[config.mk]
export PLATFORM = sky130hd
export DESIGN_NAME = radm_mac
export DESIGN_NICKNAME = d
export VERILOG_FILES = /design/src/hdl/radm_pkg.sv /design/src/hdl/radm_mac.sv
export SDC_FILE = /design/constraint.sdc
export NUM_CORES = 1
export LEC_CHECK = 0
export ABC_AREA = 1
export BUFFER_PORTS_ARGS = -buffer_cell sky130_fd_sc_hd__buf_2
export CORE_MARGIN = 8
export CORE_UTILIZATION = 40
export DETAILED_ROUTE_END_ITERATION = 8
export PLACE_DENSITY = 0.68
export SLEW_MARGIN = 20
export SYNTH_ARGS = -nofsm -noshare
export SYNTH_HDL_FRONTEND = slang
export SYNTH_SLANG_ARGS = --single-unit
[constraint.sdc]
create_clock -name clk -period 17.03 [get_ports clk]
set_input_delay 3.406 -clock clk [delete_from_list [all_inputs] [get_ports clk]]
set_output_delay 3.406 -clock clk [all_outputs]
set_load 0.03 [all_outputs]
[src/hdl/radm_pkg.sv]
// radm_pkg: shared types, codes, widths and constants of the reverb
// accumulate / delay / mix block; no dependencies
`default_nettype none

package radm_pkg;

  // input word fields
  localparam int OP_W     = 2;
  localparam int SLOT_W   = 9;
  localparam int SAMPLE_W = 16;
  localparam int VOL_W    = 15;
  localparam int CD_W     = 16;
  localparam int IN_W     = 64;
  localparam int OUT_W    = 16;

  // operation codes
  localparam logic [OP_W-1:0] OP_VOICE = 2'd0;
  localparam logic [OP_W-1:0] OP_CD    = 2'd1;
  localparam logic [OP_W-1:0] OP_MIX   = 2'd2;

  // configuration registers
  localparam int CFG_IDX_W  = 2;
  localparam int CFG_DATA_W = 16;
  localparam int GAIN_W     = 15;
  localparam logic [CFG_IDX_W-1:0] CFG_ENABLE     = 2'd0;
  localparam logic [CFG_IDX_W-1:0] CFG_REVERB_VOL = 2'd1;
  localparam logic [CFG_IDX_W-1:0] CFG_DRY_GAIN   = 2'd2;
  localparam logic [CFG_IDX_W-1:0] CFG_WET_GAIN   = 2'd3;

  localparam logic                  ENABLE_RST     = 1'b1;
  localparam logic [CFG_DATA_W-1:0] REVERB_VOL_RST = 16'd16384;
  localparam logic [GAIN_W-1:0]     DRY_GAIN_RST   = 15'd29491;
  localparam logic [GAIN_W-1:0]     WET_GAIN_RST   = 15'd3277;

  // sizes
  localparam int SLOT_COUNT_DEF  = 512;
  localparam int DELAY_DEPTH_DEF = 2048;
  localparam int ACC_W           = 32;
  localparam int READ_AHEAD      = 16;
  localparam int ATTEN           = 8000;
  localparam int SAT_MAX         = 32767;
  localparam int SAT_MIN         = -32768;

  // shared multiply-add unit
  localparam int A_W   = 18;
  localparam int B_W   = 17;
  localparam int C_W   = 36;
  localparam int P_W   = 37;
  localparam int MIX_W = 18;

  typedef struct packed {
    logic signed [A_W-1:0] a;
    logic signed [B_W-1:0] b;
    logic signed [C_W-1:0] c;
  } mac_op_t;

  function automatic logic signed [OUT_W-1:0] clamp16(input logic signed [P_W-1:0] v);
    logic signed [OUT_W-1:0] r;
    if (v > P_W'(SAT_MAX)) begin
      r = OUT_W'(SAT_MAX);
    end else if (v < P_W'(SAT_MIN)) begin
      r = OUT_W'(SAT_MIN);
    end else begin
      r = v[OUT_W-1:0];
    end
    return r;
  endfunction

endpackage

`default_nettype wire

[src/hdl/radm_mac.sv]
// radm_mac: shared signed multiply-add unit, result registered
// depends on radm_pkg
`default_nettype none

module radm_mac (
  input  wire logic                               clk,
  input  wire radm_pkg::mac_op_t                  op,
  output logic signed [radm_pkg::P_W-1:0]         res_r
);

  logic signed [radm_pkg::A_W+radm_pkg::B_W-1:0] prod;
  logic signed [radm_pkg::P_W-1:0]               res_nxt;

  assign prod    = op.a * op.b;
  assign res_nxt = radm_pkg::P_W'(prod) + radm_pkg::P_W'(op.c);

  always_ff @(posedge clk) begin
    res_r <= res_nxt;
  end

endmodule

`default_nettype wire

==> flow_summary_export.csv, run 1 <==
group,metric,value,unit
clock_network,cts_root_buffer,"clkbuf_16",
global_route,grt_start_max_net_pins,20,
clock_network,cts_sinks,37,
finish,diodes,0,
global_route,overflow,0,
die,core_area,38290,µm²
yosys,syn_area,15370,µm²
yosys,syn_nets,2540,
finish,largest_reg_flops,37,
critical_path,critPathMaxFanout,18,
finish,synthToLayoutAreaGrowth,7.357,%
sta,final_hold_viol_count,0,
sta,worst_pin_slew,0.8310,ns
sta,finalSetupViolCount,0,
yosys,ys_seq_elements,37,
sta,slew-limit-headroom,44.54,%
job,cap_violations,0,
yosys,ys_top_cells_by_area,"fa_1, inv_1, nand2_1",
clock_network,htreeDepth,2,
min_path,holdPathEnd,"res_r[0]",
min_path,hp-class,"primary input to register",
critical_path,end_kind,"register",
finish,largestRegisters,"res_r (37)",
sta,period_share,54.06,%
clock_network,tritoncts,"yes",
drt,drtAntennaViolNets,0,
finish,top_register,"res_r",
critical_path,start_kind,"primary input",
die,die_h,212.1,µm
global_route,track_usage,18.60,%
yosys,post_synth.cell_area_avg,7.726,µm²
finish,drive_gt1_share,7.753,%
drt,wire_per_inst,15.05,µm
drt,vias_per_cell,4.580,
sta,fin_tns_setup,0,ns
outcome,outcome,"finished clean",
die,die_area,44970,µm²
clock_network,cts_setup_buffers,0,
global_route,grt_pass1_wl,66270,µm
global_route,antenna_found_initial,1,
drt,drt_pass1_iterations,7,
clock_network,cts_buffer_depth,2,
sta,maxSlewViolCount,0,
yosys,ys_seq_area_share,4.818,%
min_path,hp-start,"op[0]",
drt,num_vias,11710,
drt,drcViolationCount,0,
die,die_w,212.1,µm
sta,grt_setup_unrepaired,"false",
clock_network,cts_hold_buf,0,
finish,fillers,3874,
finish,nets,2587,
clock_network,numCtsBuffers,5,
clock_network,postCtsResizedCells,0,
die,ios,109,
die,initial_utilization,40.16,%
yosys,yosysWarnings,0,
finish,multi_input_area,11660,µm²
drt,drtIter0Drc,578,
yosys,synth_cell_type_count,30,
min_path,min_path_cells,2,
critical_path,crit_required,17.21,ns
critical_path,critPathArrivalTime,9.39,ns
sta,max_freq,0.1086,GHz
placement,finalWeightedCongestion,0.9030,
yosys,yosysTopAreaCellShare,48.18,%
sta,period_needed,9.207,ns
drt,totalWireLength,38460,µm
placement,hpwl,34060,µm
clock_network,clkTransAtPathRegs,0.06,ns
yosys,yosysTopAreaCell,"fa_1",
die,rows,72,
critical_path,path_class,"primary input to register",
placement,io_buffers,108,
yosys,syn_inst,1990,
finish,ff_latch_area,740.7,µm²
global_route,grt_pass1_vias,13340,
## how the worst max path moves through the flow
stage	startpoint	end	slack, ns	depth (start not counted)
after floorplan	op[70]	res_r[31]	8.34	24
after global placement	op[36]	res_r[36]	7.60	21
after detailed placement	op[36]	res_r[25]	7.51	21
after CTS	op[36]	res_r[25]	7.80	21
after global routing	op[36]	res_r[29]	7.24	24
final	op[36]	res_r[33]	7.82	23
## cells in the final DEF, fill, tap and decap left out, drive strengths merged
master  count
inv       722
xor2       14
nor3        7
xnor2       3
and2        2
nand3      35
a21oi      27
dfxtp      37
o21bai      7
and3        1
nor2       58
nand3b      2
fa        370
ha        108
buf       109
clkinv      1
bufinv      2
o21ai       7
nor4        1
clkbuf      5
a21o        1
nand2     509
nand4       5
or2         5
## worst max-delay path, cell delays in order
cell and delay (ns):
buf_2 0.35, nand2_1 0.41, inv_1 0.75, fa_1 0.54
inv_1 0.08, fa_1 0.42, inv_1 0.06, ha_1 0.13
inv_1 0.05, fa_1 0.53, inv_1 0.06, fa_1 0.53
inv_1 0.05, fa_1 0.50, inv_1 0.05, ha_1 0.38
nand2_1 0.16, nor2_1 0.27, nand2_1 0.16, nor3_1 0.15
nand2_1 0.15, nand3_1 0.11, nand2_1 0.05
## synth_stat cells
cell	instances
xor2_1	14
a21o_1	1
ha_1	108
and2_1	2
nor3_4	1
nand3_1	33
nor2_2	14
o21bai_1	7
nand2_1	501
o21ai_0	7
and3_1	1
clkinv_1	1
a21oi_1	27
inv_1	711
nand3_2	2
fa_1	370
inv_2	10
clkbuf_1	68
nand4_1	5
nor2_1	44
or2_1	1
nand3b_1	2
nor3_1	4
nor4_1	1
dfxtp_1	37
xnor2_1	3
nor3_2	2
or2_2	4
buf_1	1
nand2_2	8
## area by class of cell
class,instances,share of cell area [%]
clock buffers,5,0.7580
multi-input cells,1162,70.67
inverters,722,16.42
repair buffers,109,3.320
well taps,518,3.927
clock inverters,3,0.4169
flip-flops and latches,37,4.488
## per-stage QoR
stage	instances	area (µm²)	setup WS, ns	util [%]	hold slack, ns
finish	2556	16510	7.823	43.11	3.349
global route	2556	16510	7.242	43.11	3.344
CTS	2556	16510	7.802	43.11	3.344
detailed placement	2548	16310	7.506	42.60	3.642
global placement	2548	16310	7.599	42.60	3.629
floorplan	1990	15370	8.338	-	3.536
## kinds of logic (layout without fill, tap and decap cells)
group / Yosys count / count (layout) / synth area share, %
buf+inv: 791 / 839 / 19.31
compound gates: 42 / 42 / 1.497
fa+ha+maj: 478 / 478 / 56.97
simple gates: 625 / 625 / 16.44
xor+xnor: 17 / 17 / 0.9685
flops: 37 / 37 / 4.818
## layer usage
metal | global-route usage [%] | wire, µm | part of all wire (%)
met5 | 0 | 0 | 0
met4 | 5.560 | 1181 | 3.1
met3 | 2.241 | 1928 | 5.0
met2 | 34.51 | 20020 | 52
met1 | 22.25 | 15330 | 40
Power of run 1 is left out: the tool's default activity adds up to more than one toggle a clock period on the data nets, which glitch-free logic cannot reach.
==> run 2: changes to the inputs <==
--- a/config.mk
+++ b/config.mk
@@ -5,7 +5,7 @@
 export SDC_FILE = /design/constraint.sdc
 export NUM_CORES = 1
 export LEC_CHECK = 0
-export ABC_AREA = 1
+export ABC_AREA = 0
 export BUFFER_PORTS_ARGS = -buffer_cell sky130_fd_sc_hd__buf_2
 export CORE_MARGIN = 8
 export CORE_UTILIZATION = 40
==> constraint.sdc (replaced) <==
create_clock -name clk -period 8.85 [get_ports clk]
set_input_delay 1.77 -clock clk [delete_from_list [all_inputs] [get_ports clk]]
set_output_delay 1.77 -clock clk [all_outputs]
set_load 0.03 [all_outputs]
==> flow_summary_export.csv, run 2 <==
group,metric,value,unit
outcome,outcome,"finished clean",
yosys,synth_cell_type_count,53,
job,cap_violations,0,
yosys,ys_top_cells_by_area,"fa_1, inv_1, ha_1",
yosys,syn_nets,2124,
clock_network,htreeDepth,2,
clock_network,cts_root_buffer,"clkbuf_16",
clock_network,cts_hold_buf,0,
finish,final_cell_mix,"inv_1, fa_1, nand2_1, and2_1",
yosys,post_synth.cell_area_avg,9.171,µm²
finish,synthToLayoutAreaGrowth,7.671,%
die,die_h,206.0,µm
yosys,async_flop_share,0,%
sta,period_needed,7.806,ns
global_route,track_usage,17.74,%
critical_path,crit_required,9.04,ns
global_route,grt_use_met1,21.27,%
critical_path,crit_chain,"buf_2 -> and2_1 -> inv_1 -> fa_1 -> fa_1 -> inv_1 -> ha_1 -> inv_1 -> fa_1 -> inv_1 -> fa_1 -> inv_1 -> fa_1 -> inv_1 -> ha_1 -> nand4_1 -> nor2_1 -> and3_1 -> nand2_1 -> o21ai_1 -> o31ai_1 -> xnor2_1",
global_route,overflow,0,
critical_path,start_kind,"primary input",
finish,largest_reg_flops,37,
sta,maxSlewViolCount,0,
drt,drcViolationCount,0,
yosys,synth_edf_count,0,
clock_network,numCtsBuffers,5,
critical_path,slowest_stage,"and2_1",
finish,nets,2194,
global_route,busiest_layer,"met2",
sta,worst_pin_slew,0.9395,ns
clock_network,cts_sinks,37,
yosys,ys_seq_area_share,5.131,%
die,die_w,206.0,µm
yosys,ys.flop_type,"dfxtp_1",
drt,drtAntennaViolNets,0,
finish,layout_commonest_cell,"inv_1",
die,initial_utilization,40.58,%
drt,vias_per_cell,4.912,
placement,io_buffers,108,
sta,slew-limit-headroom,37.36,%
sta,max_freq,0.1281,GHz
yosys,yosysTopAreaCellShare,51.31,%
drt,totalWireLength,35810,µm
critical_path,critPathMaxFanout,18,
yosys,netlist_top_cells_count,"inv_1, fa_1, nand2_1",
global_route,antenna_found_initial,1,
yosys,yosysTopAreaCell,"fa_1",
sta,fin_tns_setup,0,ns
finish,top_register,"res_r",
yosys,syn_area,14440,µm²
placement,hpwl,31370,µm
sta,period_share,88.20,%
yosys,syn_inst,1574,
sta,grt_setup_unrepaired,"false",
die,rows,69,
finish,drive_gt1_share,7.720,%
min_path,hp-class,"primary input to register",
sta,finalSetupViolCount,0,
die,die_area,42420,µm²
die,ios,109,
clock_network,tritoncts,"yes",
global_route,grt_start_max_net_pins,19,
clock_network,cts_buffer_depth,2,
drt,drtIter0Drc,438,
critical_path,worst_path_most_repeated_cell,"inv_1",
sta,final_hold_viol_count,0,
critical_path,critical-path-top-delay-family,"adder cells",
drt,drt_pass1_iterations,6,
global_route,grt_pass1_vias,11350,
critical_path,critPathArrivalTime,8.00,ns
drt,num_vias,10350,
global_route,grt_use_met2,31.46,%
critical_path,cpPeakStageDelay,0.80,ns
placement,finalWeightedCongestion,0.9019,
clock_network,postCtsResizedCells,0,
global_route,grtUsageMet3,2.712,%
global_route,grt_pass1_wl,58930,µm
yosys,yosysWarnings,0,
critical_path,end_kind,"register",
critical_path,cp.buffers_inverters,7,
finish,largestRegisters,"res_r (37)",
drt,wire_per_inst,17.00,µm
yosys,ys_seq_elements,37,
clock_network,clkTransAtPathRegs,0.07,ns
clock_network,cts_setup_buffers,0,
die,core_area,35570,µm²
critical_path,path_class,"primary input to register",
yosys,yosysMostFrequentCell,"inv_1",
-- run 2: cell types whose count changed after synthesis, moves of 7 or more --
cell / before / now
xnor2_1: 3 / 26
inv_1: 711 / 486
inv_2: 10 / 0
nor2_2: 14 / 0
o21ai_0: 7 / 17
nand3_1: 33 / 3
nor2_1: 44 / 37
a21o_1: 1 / 18
clkbuf_1: 68 / 47
nand2_2: 8 / 0
nand2_1: 501 / 163
and2_1: 2 / 148
a211oi_1: 0 / 7
-- run 2: final cells by class --
type / instances / area, µm²
flip-flops and latches: 37 / 740.7
inverters: 486 / 1824
fillers: 3468 / 20030
multi-input cells: 1001 / 11680
repair buffers: 113 / 578.1
diodes: 1 / 2.502
clock buffers: 6 / 128.9
clock inverters: 2 / 10.01
well taps: 461 / 576.8
-- run 2: cells by family after synthesis --
logic type / after synthesis / share of synthesized area (%)
AO/OA/AOI/OAI: 107 / 5.097
XOR/XNOR: 36 / 2.184
adder cells (fa/ha/maj): 478 / 60.67
buffers and inverters: 536 / 13.95
flip-flops: 37 / 5.131
AND/OR/NAND/NOR: 380 / 12.97
-- run 2: worst paths after layout --
kind,startpoint,end,slack [ns],depth (start not counted)
setup / recovery,op[37],res_r[35],1.04,22
hold / removal,op[0],res_r[0],1.69,2
-- run 2: layer usage --
| metal | wire, µm | up-vias |
|---|---|---|
| met5 | 0 | - |
| met3 | 1853 | 66 |
| li1 | - | 4634 |
| met1 | 13720 | 5352 |
| met4 | 1478 | 0 |
| met2 | 18760 | 297 |
-- run 2: metrics by stage --
stage               utilization (%)  std cells  hold slack, ns  cell area (µm²)  worst slack, ns
finish                        43.70       2107           1.692            15540            1.044
global route                  43.69       2106           1.695            15540           0.6873
CTS                           43.69       2106           1.676            15540            1.043
detailed placement            43.30       2098           1.998            15400           0.7279
global placement              43.30       2098           1.991            15400           0.8139
floorplan                         -       1574           1.900            14440            1.234
Power of run 2 is left out for the same reason.
==> run 3: changes to the inputs <==
--- a/config.mk
+++ b/config.mk
@@ -6,7 +6,7 @@
 export NUM_CORES = 1
 export LEC_CHECK = 0
 export ABC_AREA = 0
-export BUFFER_PORTS_ARGS = -buffer_cell sky130_fd_sc_hd__buf_2
+export BUFFER_PORTS_ARGS = -buffer_cell sky130_fd_sc_hd__buf_4
 export CORE_MARGIN = 8
 export CORE_UTILIZATION = 40
 export DETAILED_ROUTE_END_ITERATION = 8
==> flow_summary_export.csv, run 3 (synthesis results as in run 2) <==
group,metric,value,unit
outcome,outcome,"finished clean",
critical_path,cp.depth,22,
finish,final_area,15770,µm²
die,die_h,206.0,µm
placement,hpwl,31120,µm
clock_network,htreeDepth,2,
clock_network,cts_buffer_depth,2,
critical_path,slowest_stage,"and2_1",
critical_path,cp.buffers_inverters,7,
finish,nets,2189,
finish,layout_commonest_cell,"inv_1",
die,rows,69,
critical_path,critPathArrivalTime,8.07,ns
clock_network,tritoncts,"yes",
sta,final_hold_viol_count,0,
global_route,antenna_found_initial,0,
drt,num_vias,10350,
critical_path,end_kind,"register",
placement,place_area,15630,µm²
critical_path,critPathMaxFanout,18,
sta,fin_tns_setup,0,ns
finish,largest_reg_flops,37,
sta,grt_setup_unrepaired,"false",
sta,period_needed,7.874,ns
clock_network,cts_root_buffer,"clkbuf_16",
finish,fillers,3455,
critical_path,path_class,"primary input to register",
clock_network,clkTransAtPathRegs,0.07,ns
clock_network,postCtsResizedCells,0,
critical_path,cpPeakStageDelay,0.77,ns
sta,maxSlewViolCount,0,
drt,wire_per_inst,16.74,µm
finish,diodes,0,
finish,multi_input_area,11680,µm²
drt,drtAntennaViolNets,0,
min_path,min_path_cells,2,
critical_path,critical-path-top-delay-family,"adder cells",
die,initial_utilization,40.58,%
finish,ff_latch_area,740.7,µm²
drt,drt_pass1_iterations,5,
sta,fin_ws,0.9757,ns
placement,post-place-ws,0.7027,ns
global_route,grt_pass1_vias,11320,
sta,slew-limit-headroom,37.96,%
sta,worst_pin_slew,0.9306,ns
finish,final_cell_mix,"inv_1, fa_1, nand2_1, and2_1",
die,die_area,42420,µm²
min_path,hp-class,"primary input to register",
placement,io_buffers,108,
placement,finalWeightedCongestion,0.8744,
critical_path,crit_required,9.04,ns
global_route,overflow,0,
finish,largestRegisters,"res_r (37)",
die,core_area,35570,µm²
placement,place_inst,2093,
die,ios,109,
critical_path,crit_chain,"buf_4 -> and2_1 -> inv_1 -> fa_1 -> fa_1 -> inv_1 -> ha_1 -> inv_1 -> fa_1 -> inv_1 -> fa_1 -> inv_1 -> fa_1 -> inv_1 -> ha_1 -> nand4_1 -> nor2_1 -> and3_1 -> nand2_1 -> o21ai_1 -> o31ai_1 -> xnor2_1",
drt,drtIter0Drc,479,
global_route,grt_start_max_net_pins,19,
drt,totalWireLength,35170,µm
critical_path,worst_path_most_repeated_cell,"inv_1",
clock_network,cts_sinks,37,
die,die_w,206.0,µm
drt,vias_per_cell,4.927,
clock_network,numCtsBuffers,5,
finish,drive_gt1_share,7.439,%
critical_path,start_kind,"primary input",
sta,max_freq,0.1270,GHz
job,cap_violations,0,
finish,fin_cells,2101,
global_route,grt_pass1_wl,57610,µm
global_route,track_usage,17.39,%
finish,synthToLayoutAreaGrowth,9.266,%
clock_network,cts_hold_buf,0,
clock_network,cts_setup_buffers,0,
drt,drcViolationCount,0,
sta,finalSetupViolCount,0,
finish,top_register,"res_r",
sta,period_share,88.97,%
run 3: cell count changes in the layout (fill, tap and decap cells not counted), sizes merged:
| cell | delta |
|---|---|
| diode | -1 |
| buf | -5 |
run 3: per-layer routing:
metal | vias up | global-route usage (%) | wire, µm
li1 | 4630 | - | -
met1 | 5380 | 20.08 | 13030
met2 | 274 | 31.97 | 19060
met3 | 68 | 2.884 | 1742
met4 | 0 | 6.286 | 1344
met5 | - | 0 | 0
run 3: worst paths after layout:
| path | start | to | slack [ns] |
|---|---|---|---|
| hold / removal | op[0] | res_r[0] | 1.67 |
| setup / recovery | op[37] | res_r[35] | 0.98 |
run 3: layout make-up:
| cell class | instances | share of cell area, % |
|---|---|---|
| multi-input cells | 1001 | 74.06 |
| well taps | 461 | 3.657 |
| flip-flops and latches | 37 | 4.696 |
| inverters | 486 | 11.57 |
| clock inverters | 2 | 0.06346 |
| repair buffers | 108 | 5.140 |
| clock buffers | 6 | 0.8171 |
run 3: per-stage QoR:
step           util (%)  hold slack (ns)
2_1_floorplan         -            1.900
3_3_place_gp      43.95            1.989
3_5_place_dp      43.95            1.997
4_1_cts           44.34            1.657
5_1_grt           44.34            1.672
6_report          44.34            1.669
Power of run 3 is left out for the same reason.
